==> config.mk <==
export PLATFORM = sky130hd
export DESIGN_NAME = psev_cell
export DESIGN_NICKNAME = d
export VERILOG_FILES = /design/src/rtl/core/assert_macros.svh /design/src/rtl/core/psev_pkg.sv /design/src/rtl/core/psev_cell.sv
export SDC_FILE = /design/constraint.sdc
export NUM_CORES = 1
export LEC_CHECK = 0
export BUFFER_PORTS_ARGS = -buffer_cell sky130_fd_sc_hd__buf_2
export CORE_ASPECT_RATIO = 0.7
export CORE_MARGIN = 4
export CORE_UTILIZATION = 41
export DETAILED_ROUTE_END_ITERATION = 8
export GPL_TIMING_DRIVEN = 1
export PLACE_DENSITY = 0.88
export SLEW_MARGIN = 20
export SYNTH_ARGS = -nofsm -noshare
export SYNTH_HDL_FRONTEND = slang
export SYNTH_SLANG_ARGS = --single-unit
==> constraint.sdc <==
create_clock -name aclk -period 1.7 [get_ports aclk]
set_input_delay 0.085 -clock aclk [delete_from_list [all_inputs] [get_ports aclk]]
set_output_delay 0.085 -clock aclk [all_outputs]
set_load 0.005 [all_outputs]
==> src/rtl/core/assert_macros.svh <==
// Assertion macros shared by the postfix evaluator RTL
`ifndef ASSERT_MACROS_SVH
`define ASSERT_MACROS_SVH

// check a property at every rising edge outside reset
`define ASSERT_CLK(label, clk, rstn, prop, msg) \
    label: assert property (@(posedge clk) disable iff (!(rstn)) (prop)) else $error(msg);

// check that a condition never holds outside reset
`define ASSERT_NEVER(label, clk, rstn, cond, msg) \
    label: assert property (@(posedge clk) disable iff (!(rstn)) !(cond)) else $error(msg);

`endif

==> src/rtl/core/psev_pkg.sv <==
// Package: types, constants and helpers of the postfix evaluator
`timescale 1ns / 1ps

package psev_pkg;

    localparam int STACK_DEPTH = 64;
    localparam int DATA_W      = 32;
    localparam int TALLY_W     = 16;
    localparam int DEPTH_W     = $clog2(STACK_DEPTH + 1);
    localparam int DIV_CNT_W   = $clog2(DATA_W + 1);

    typedef enum logic [2:0] {
        OP_PUSH    = 3'd0,
        OP_ADD     = 3'd1,
        OP_SUB     = 3'd2,
        OP_MUL     = 3'd3,
        OP_DIV     = 3'd4,
        OP_MOD     = 3'd5,
        OP_XOR     = 3'd6,
        OP_UNKNOWN = 3'd7
    } op_t;

    typedef enum logic [2:0] {
        ST_OK        = 3'd0,
        ST_MISMATCH  = 3'd1,
        ST_UNDERFLOW = 3'd2,
        ST_OVERFLOW  = 3'd3,
        ST_DIV_ZERO  = 3'd4
    } status_t;

    typedef enum logic [1:0] {
        S_IDLE,
        S_CALC,
        S_FINISH
    } state_t;

    typedef struct packed {
        logic load_upper;
        logic load_lower;
    } cell_ctrl_t;

    function automatic status_t flag_error(status_t cur, status_t code);
        return (cur == ST_OK) ? code : cur;
    endfunction

endpackage

==> src/rtl/core/psev_cell.sv <==
// One stack cell: holds an entry and shifts toward either neighbor
`timescale 1ns / 1ps

module psev_cell
    import psev_pkg::*;
(
    input  logic              aclk,
    input  cell_ctrl_t        ctrl,
    input  logic [DATA_W-1:0] upper_data,
    input  logic [DATA_W-1:0] lower_data,
    output logic [DATA_W-1:0] data
);

    logic [DATA_W-1:0] value_reg;

    always_ff @(posedge aclk) begin
        if (ctrl.load_upper) begin
            value_reg <= upper_data;
        end else if (ctrl.load_lower) begin
            value_reg <= lower_data;
        end
    end

    assign data = value_reg;

endmodule

==> flow_metrics.tcl <==
set metrics [dict create \
    route.detailed.drc 0 \
    grt_usage 0.1323 \
    multi_input_area_sq_um 475.5 \
    synthTopCellsByCount "32 x edfxtp_1, 29 x mux2_4, 3 x buf_12, 3 x mux2_2" \
    critical-path-slowest-cell "buf_2" \
    syn-instance-count 69 \
    grt_max_degree 18 \
    grt-ovfl-total 0 \
    async_flop_share 0 \
    crit_arrival_ps 970 \
    syn_area_sq_um 1508 \
    holdBufCountCts 0 \
    n_fill_cell 280 \
    synth_edf_count 32 \
    antenna_found_initial 0 \
    fin_setup_tns_ps 0 \
    areaGrowthSynthToFinish_pct 41.08 \
    ys_warn_count 0 \
    finalCritPeriodShare 0.5569 \
    slew_headroom 0.7076 \
    start_kind "input port" \
    path_class "input port to register" \
    largest_reg_flops 32 \
    synthTopCellsByArea "edfxtp_1 64%, mux2_4 29%, buf_12 4.0%" \
    holdCritPathClass "input port to register" \
    grt_pass1_vias 1045 \
    vdd_drop_max_v 0.0005092 \
    diodes 0 \
    grt_pass1_wl_microns 4464 \
    fp.dieArea_sq_um 4727 \
    die_y_microns 58.74 \
    drtAntennaViolNets 0 \
    yosysMostFrequentCell "edfxtp_1" \
    via_per_inst 4.418 \
    critPathMaxStageDelay_ps 360 \
    hold_viol_final 0 \
    wirelength_microns 3091 \
    cts.reportedPaths.clkPinSlew_ps 60 \
    finalMaxSlewViolations 0 \
    port_buffers 98 \
    place_congestion 0.6340 \
    ys_ff_latch 32 \
    cts_buffers 5 \
    cp_max_fo 14 \
    syn_area_per_cell_sq_um 21.85 \
    wl_per_cell_microns 13.74 \
    clock.fmax_mhz 1056 \
    seq_area_sq_um 960.9 \
    cts_resized 0 \
    whs_ps 104.7 \
    worstPathRequired_ps 1730 \
    yosys.area.top_type "edfxtp_1" \
    cts_root_buffer "clkbuf_8" \
    crit_family "buffers and inverters" \
    final_layout_size_suffix_gt1_frac 0.8057 \
    synth_fp_nets 136 \
    drt-pass1-iter-count 4 \
    htreeDepth 2 \
    yosys_most_used_dff "edfxtp_1" \
    setup_viol 0 \
    tritoncts "done" \
    outcome "completed" \
    yosys.area.top_type_share 0.6373 \
    crit_chain "buf_2, buf_12, mux2_4" \
    drt_iter0_markers 55 \
    final_nets 241 \
    synthDistinctLibCells 6 \
    maxCapViolations 0 \
    start_util 0.4264 \
    min_period_ps 946.8 \
    core_sq_um 3536 \
    die_w_microns 80.48 \
    vias 994 \
    seq_area_frac_synth 0.6373 \
    rsz0062_at_grt "false" \
    power_density_nw_per_um2 869.9 \
    cts.path.max_buffers 2 \
    endpoint_kind "register" \
    pin_count 99 \
    cts_setup_buffers 0 \
    p_leak_nw 1.036 \
    worst_pin_slew_ps 438.6 \
    num_rows 18 \
    cp_num_buf_inv 2 \
    cts.sinks 32 \
]
## per-stage QoR
stage | power [mW] | util | worst slack, ps | cell area (sq um) | instances
floorplan | 1.160 | - | 202.3 | 1508 | 69
CTS | 1.872 | 0.6016 | 744.8 | 2127 | 225
global route | 1.937 | 0.6016 | 711.4 | 2127 | 225
detailed placement | 1.330 | 0.5782 | 450.2 | 2044 | 217
finish | 1.850 | 0.6016 | 753.2 | 2127 | 225
global placement | 1.320 | 0.5782 | 462.5 | 2044 | 217
## metal layers
metal  global-route usage  share of wire  vias up
li1                     -              -      477
met3              0.06881           0.16        5
met4              0.07229          0.014        0
met2               0.2205           0.44       72
met5                    0              0        -
met1               0.1358           0.38      440
## placed cells by master, fill, tap and decap left out
| cell | Yosys | routed |
|---|---|---|
| buf_2 | 0 | 98 |
| edfxtp_1 | 32 | 32 |
| mux2_4 | 29 | 29 |
| clkbuf_8 | 0 | 5 |
| mux2_2 | 3 | 3 |
| clkinv_2 | 0 | 2 |
| buf_4 | 0 | 2 |
| buf_12 | 3 | 2 |
| or2_1 | 1 | 1 |
| clkinv_1 | 0 | 1 |
## cells by family after synthesis
group                  share of synthesized area
AND/OR/NAND/NOR                         0.004152
flip-flops                                0.6373
multiplexers                              0.3112
buffers and inverters                    0.04730
## worst paths after layout
check | startpoint | to | slack [ps] | cells past startpoint
setup / recovery | ctrl[1] | data[25] | 750 | 3
hold / removal | lower_data[9] | data[9] | 100 | 2
## where the power goes
group          total, mW  leakage (nW)  internal, mW  switching, mW
clock network      0.543        0.0453         0.277          0.266
logic              0.320         0.665         0.203          0.117
registers          0.987         0.326         0.968         0.0185
total               1.85          1.04          1.45          0.401
## final cells by class
type | instances | share of cell area
clock inverters | 3 | 0.006471
flip-flops and latches | 32 | 0.4518
well taps | 50 | 0.02941
clock buffers | 5 | 0.03235
repair buffers | 102 | 0.2565
multi-input cells | 33 | 0.2235
Power figures use the tool's default switching activity.
