$ cat config.mk
export PLATFORM = sky130hd
export DESIGN_NAME = psev_divider
export DESIGN_NICKNAME = d
export VERILOG_FILES = /design/src/rtl/core/psev_pkg.sv /design/src/rtl/core/psev_divider.sv
export VERILOG_INCLUDE_DIRS = /design/src /design/src/rtl/core
export SDC_FILE = /design/constraint.sdc
export NUM_CORES = 1
export LEC_CHECK = 0
export ABC_AREA = 1
export BUFFER_PORTS_ARGS = -buffer_cell sky130_fd_sc_hd__buf_2
export CAP_MARGIN = 5
export CORE_MARGIN = 2
export CORE_UTILIZATION = 31
export CTS_CLUSTER_SIZE = 25
export DETAILED_ROUTE_END_ITERATION = 8
export PLACE_DENSITY = 0.5
export SETUP_SLACK_MARGIN = 0.3
export SKIP_LAST_GASP = 1
export SLEW_MARGIN = 20
export SYNTH_ARGS = -nofsm -noshare
export SYNTH_HDL_FRONTEND = slang
export SYNTH_SLANG_ARGS = --single-unit
$ cat constraint.sdc
create_clock -name aclk -period 2.2 [get_ports aclk]
set_input_delay 0.22 -clock aclk [delete_from_list [all_inputs] [get_ports aclk]]
set_output_delay 0.22 -clock aclk [all_outputs]
set_load 0.01 [all_outputs]
$ cat src/rtl/core/assert_macros.svh
// Assertion macros shared by the postfix evaluator RTL
`ifndef ASSERT_MACROS_SVH
`define ASSERT_MACROS_SVH

// check a property at every rising edge outside reset
`define ASSERT_CLK(label, clk, rstn, prop, msg) \
    label: assert property (@(posedge clk) disable iff (!(rstn)) (prop)) else $error(msg);

// check that a condition never holds outside reset
`define ASSERT_NEVER(label, clk, rstn, cond, msg) \
    label: assert property (@(posedge clk) disable iff (!(rstn)) !(cond)) else $error(msg);

`endif

$ cat src/rtl/core/psev_pkg.sv
// Package: types, constants and helpers of the postfix evaluator
`timescale 1ns / 1ps

package psev_pkg;

    localparam int STACK_DEPTH = 64;
    localparam int DATA_W      = 32;
    localparam int TALLY_W     = 16;
    localparam int DEPTH_W     = $clog2(STACK_DEPTH + 1);
    localparam int DIV_CNT_W   = $clog2(DATA_W + 1);

    typedef enum logic [2:0] {
        OP_PUSH    = 3'd0,
        OP_ADD     = 3'd1,
        OP_SUB     = 3'd2,
        OP_MUL     = 3'd3,
        OP_DIV     = 3'd4,
        OP_MOD     = 3'd5,
        OP_XOR     = 3'd6,
        OP_UNKNOWN = 3'd7
    } op_t;

    typedef enum logic [2:0] {
        ST_OK        = 3'd0,
        ST_MISMATCH  = 3'd1,
        ST_UNDERFLOW = 3'd2,
        ST_OVERFLOW  = 3'd3,
        ST_DIV_ZERO  = 3'd4
    } status_t;

    typedef enum logic [1:0] {
        S_IDLE,
        S_CALC,
        S_FINISH
    } state_t;

    typedef struct packed {
        logic load_upper;
        logic load_lower;
    } cell_ctrl_t;

    function automatic status_t flag_error(status_t cur, status_t code);
        return (cur == ST_OK) ? code : cur;
    endfunction

endpackage

$ cat src/rtl/core/psev_divider.sv
// Radix-2 restoring divider on unsigned magnitudes, one bit per cycle
`timescale 1ns / 1ps
`include "assert_macros.svh"

module psev_divider
    import psev_pkg::*;
(
    input  logic              aclk,
    input  logic              aresetn,
    input  logic              start,
    input  logic [DATA_W-1:0] dividend,
    input  logic [DATA_W-1:0] divisor,
    output logic              done,
    output logic [DATA_W-1:0] quotient,
    output logic [DATA_W-1:0] remainder
);

    logic [DIV_CNT_W-1:0] cnt_reg, cnt_next;
    logic                 done_reg, done_next;
    logic [DATA_W-1:0]    quo_reg, quo_next;
    logic [DATA_W-1:0]    rem_reg, rem_next;
    logic [DATA_W-1:0]    div_reg, div_next;
    logic [DATA_W:0]      shifted;
    logic [DATA_W:0]      diff;

    always_ff @(posedge aclk) begin
        if (!aresetn) begin
            cnt_reg  <= '0;
            done_reg <= 1'b0;
        end else begin
            cnt_reg  <= cnt_next;
            done_reg <= done_next;
        end
    end

    always_ff @(posedge aclk) begin
        quo_reg <= quo_next;
        rem_reg <= rem_next;
        div_reg <= div_next;
    end

    always_comb begin
        cnt_next  = cnt_reg;
        done_next = 1'b0;
        quo_next  = quo_reg;
        rem_next  = rem_reg;
        div_next  = div_reg;
        shifted   = {rem_reg, quo_reg[DATA_W-1]};
        diff      = shifted - {1'b0, div_reg};
        if (start) begin
            cnt_next = DIV_CNT_W'(DATA_W);
            quo_next = dividend;
            rem_next = '0;
            div_next = divisor;
        end else if (cnt_reg != '0) begin
            cnt_next = cnt_reg - 1'b1;
            if (!diff[DATA_W]) begin
                rem_next = diff[DATA_W-1:0];
                quo_next = {quo_reg[DATA_W-2:0], 1'b1};
            end else begin
                rem_next = shifted[DATA_W-1:0];
                quo_next = {quo_reg[DATA_W-2:0], 1'b0};
            end
            done_next = (cnt_reg == DIV_CNT_W'(1));
        end
    end

    assign done      = done_reg;
    assign quotient  = quo_reg;
    assign remainder = rem_reg;

    `ASSERT_NEVER(a_start_while_busy, aclk, aresetn, start && (cnt_reg != '0), "divider restarted while busy")
    `ASSERT_CLK(a_done_after_last_step, aclk, aresetn, done_reg |-> (cnt_reg == '0), "divider done with steps left")

endmodule

==> metrics.md <==
| Metric | Value |
|---|---|
| Share of post-route cells with drive strength above 1 | between 30% and 40% |
| TNS Setup | -826 ps |
| Worst-path maximum fanout | 6 |
| Unrepaired setup endpoints after global routing | yes |
| DIE AREA | between 0.02 and 0.025 mm² |
| Hold Worst Slack | around 23 ps |
| EDFF count, synth | between 60 and 70 |
| Share of the clock period used by the worst path | 102% |
| I/O Buffers | about 130 |
| Synth unique cells | 39 |
| CP Capture Type | flip-flop |
| Post-synth top cells | nand2_1 (390), inv_1 (188), nor2_1 (110) |
| Area share of the leading cell type in the synthesized netlist | roughly a quarter |
| Layout Utilization | 42.1% |
| Reg2reg path depth | 18 |
| Total Wirelength | around 21000 µm |
| Post-synth top flop | edfxtp_1 |
| Vias in the first global route | 6609 |
| Crit-path cells | ha_2 > fa_2 > inv_2 > nand2_1 > nand2_1 > nand3_2 > nand2_4 > nand2_4 > nand2_4 > nand2_8 > nand2_8 > nand2_8 > nand2_8 > clkbuf_16 > nand2_4 > nand3_2 > nand2_1 > inv_1 |
| Fmax | 0.446 GHz |
| Reg area | between 0.002 and 0.003 mm² |
| Total GRT Usage | between 15 and 20% |
| Die H | approximately 160 µm |
| Critical path destination | remainder[11] |
| Pins Over Slew Limit | 0 |
| Post-DR wirelength/cell | ~13 µm |
| Congestion Overflow GR | 0 |
| Synthesis-to-finish area growth | 34.0% |
| Area of the multi-input gates | roughly 0.0042 mm² |
| Yosys warns | 0 |
| Worst hold path class | in -> reg |
| Clk slew on worst S/H paths | roughly 90 ps |
| R2R Path End | remainder[11] |
| Slowest stage delay, CP | 400 ps |
| Routed vias/inst | roughly 4.3 |
| CP max stage cell | edfxtp_1 |
| TritonCTS Buffers | 9 |
| Synthesized area | 0.00735 mm² |
| Failing checks | setup timing |
| Slew HR | between 60% and 70% |
| Family with the most delay on the worst path | simple AND/OR/NAND/NOR gates |
| Worst path arrival time | 2550 ps |
| Total power after layout | roughly 13 mW |
| Worst path depth | 18 |
| First-pass GRT wire length | approximately 33000 µm |
| Critical path launch point type | flip-flop |
| Initial antenna violation count | 1 |
| Syn Nets | around 1200 |
| Hold path start | divisor[10] |
| Hpwl dp | 16000 µm |
| Max_cap viols | 0 |
| CTS max path bufs | 2 |
| Final setup margin | -42.0 ps |
| CP Data Required Time | 2510 ps |
| WL met3 | roughly 1300 µm |
| Leak | 5.52 nW |
| H-tree depth | 3 |
| Final hold violation count | 0 |
| Syn avg cell area | 6.86 µm² |
| Worst-Margin Slew | roughly 460 ps |
| Num ports | between 100 and 150 |
| Worst path bufs/invs | 3 |
| CTS tree | yes |
| Pre-CTS WS | -82.8 ps |
| Met2 routed WL | around 10000 µm |
| Critical R2R Launch | div_reg[0] |
| Maximum VDD drop | ~0.73 mV |
| Drt pass-1 iters | 5 |
| Ant diodes | 0 |
| Initial DRC Count | 441 |
| Starting Density | between 30% and 40% |
| Worst clock skew | around 13 ps |
| Final Critical Period | roughly 2200 ps |
| Rows | 56 |
| Filler instances | 2480 |
| Antenna Violating Nets Remaining | 0 |
| R2r setup slk | -40 ps |
| Synth area leader | edfxtp_1 |
| Dominant cells by area after synthesis | edfxtp_1 (26%), nand2_1 (20%), dfxtp_1 (11%), inv_1 (9.6%), ha_1 (5.8%) |
| Die X | 158 µm |
| DRT met1 WL | 9730 µm |
| Core footprint | approximately 0.023 mm² |
| GP Congestion | slightly above 0.9 |
| Outcome | finished with violations |
| Setup crit start | div_reg[0] |
| Count leader, synth | nand2_1 |
| Highest routed layer | met5 |
| Power per cell area | between 1000 and 1500 mW/mm² |
| Largest net degree at the start of global routing | 38 |
| Clock Latency Late Sink | between 300 and 400 ps |
| Routed vias | about 7000 |
| Total clock sinks | between 100 and 150 |
| Register bit total from synthesis | about 100 |
| Seq/Total Area, Yosys | between 30% and 40% |
| Setup violations, final | 32 |
| FFs w/ async S/R, synth | 0% |
| Fin nets | between 1000 and 1500 |
| Cell count after synthesis | about 1100 |
| WS Path Type | reg -> reg |
| Root buffer cell | clkbuf_16 |
| DRC Markers | 0 |
## layout make-up
| class | count | share of cell area (%) |
|---|---|---|
| multi-input combinational | 743 | 42.5 |
| sequential | 103 | 27.4 |
| clock inverter | 7 | 0.965 |
| inverter | 204 | 7.77 |
| tap | 319 | 4.05 |
| timing repair buffer | 222 | 15.0 |
| clock buffer | 9 | 2.28 |
## metrics by stage
stage,cell area [µm²],cells
2_1_floorplan,7440,1072
6_report,9860,1607
5_1_grt,9860,1607
3_3_place_gp,9010,1580
4_1_cts,9490,1603
3_5_place_dp,9010,1580
## placed cells by master (no fill, tap or decap), types with 7 or more instances in the layout
master,n
nand2_1,365
edfxtp_1,64
a21oi_1,19
nand2_4,20
nand3_1,55
nand2_8,7
clkbuf_16,10
inv_2,17
ha_4,7
ha_1,25
nand2_2,35
nand3_2,41
buf_2,130
inv_1,184
dfxtp_1,39
buf_12,7
xor2_1,10
nor2_1,105
buf_4,77
## worst min path at each step
stage / to / slack [ps] / cells after the start
after floorplan: div_reg[0] / 320 / 0
after global placement: div_reg[7] / 400 / 1
after detailed placement: div_reg[14] / 400 / 1
after CTS: div_reg[7] / 6 / 1
after global routing: div_reg[7] / 1 / 1
final: div_reg[10] / 20 / 1
## metal layers
layer  GRT usage (%)  vias to the layer above
met1            21.3                     3074
met5               0                        -
met4            3.73                        2
met2            28.4                      178
li1                -                     3695
met3            4.65                       17
## cell families (layout without fill, tap and decap cells)
| family | after synthesis | count (layout) | share of synthesized area, % |
|---|---|---|---|
| and+or+nand+nor | 660 | 661 | 40.6 |
| buffers and inverters | 227 | 442 | 12.2 |
| DFF | 103 | 103 | 36.7 |
| adders and majority gates | 35 | 35 | 6.06 |
| AOI/OAI and AO/OA | 35 | 35 | 2.89 |
| xor gates and xnor gates | 12 | 12 | 1.43 |
## repair_timing
| action | CTS | global route |
|---|---|---|
| endpoints found under the setup margin | 33 | 36 |
| setup buffers | 6 | 3 |
| pin swaps | 23 | 35 |
| gates resized for setup | 19 | 61 |
| gates cloned | 1 | 1 |
| hold buffers | 0 | 0 |
## power by group
part           leakage, nW  switching [mW]  internal, mW
sequential           0.975           0.338          2.60
combinational         4.39            4.95          3.56
clock                0.157           0.905         0.924
Power figures use the tool's default switching activity.
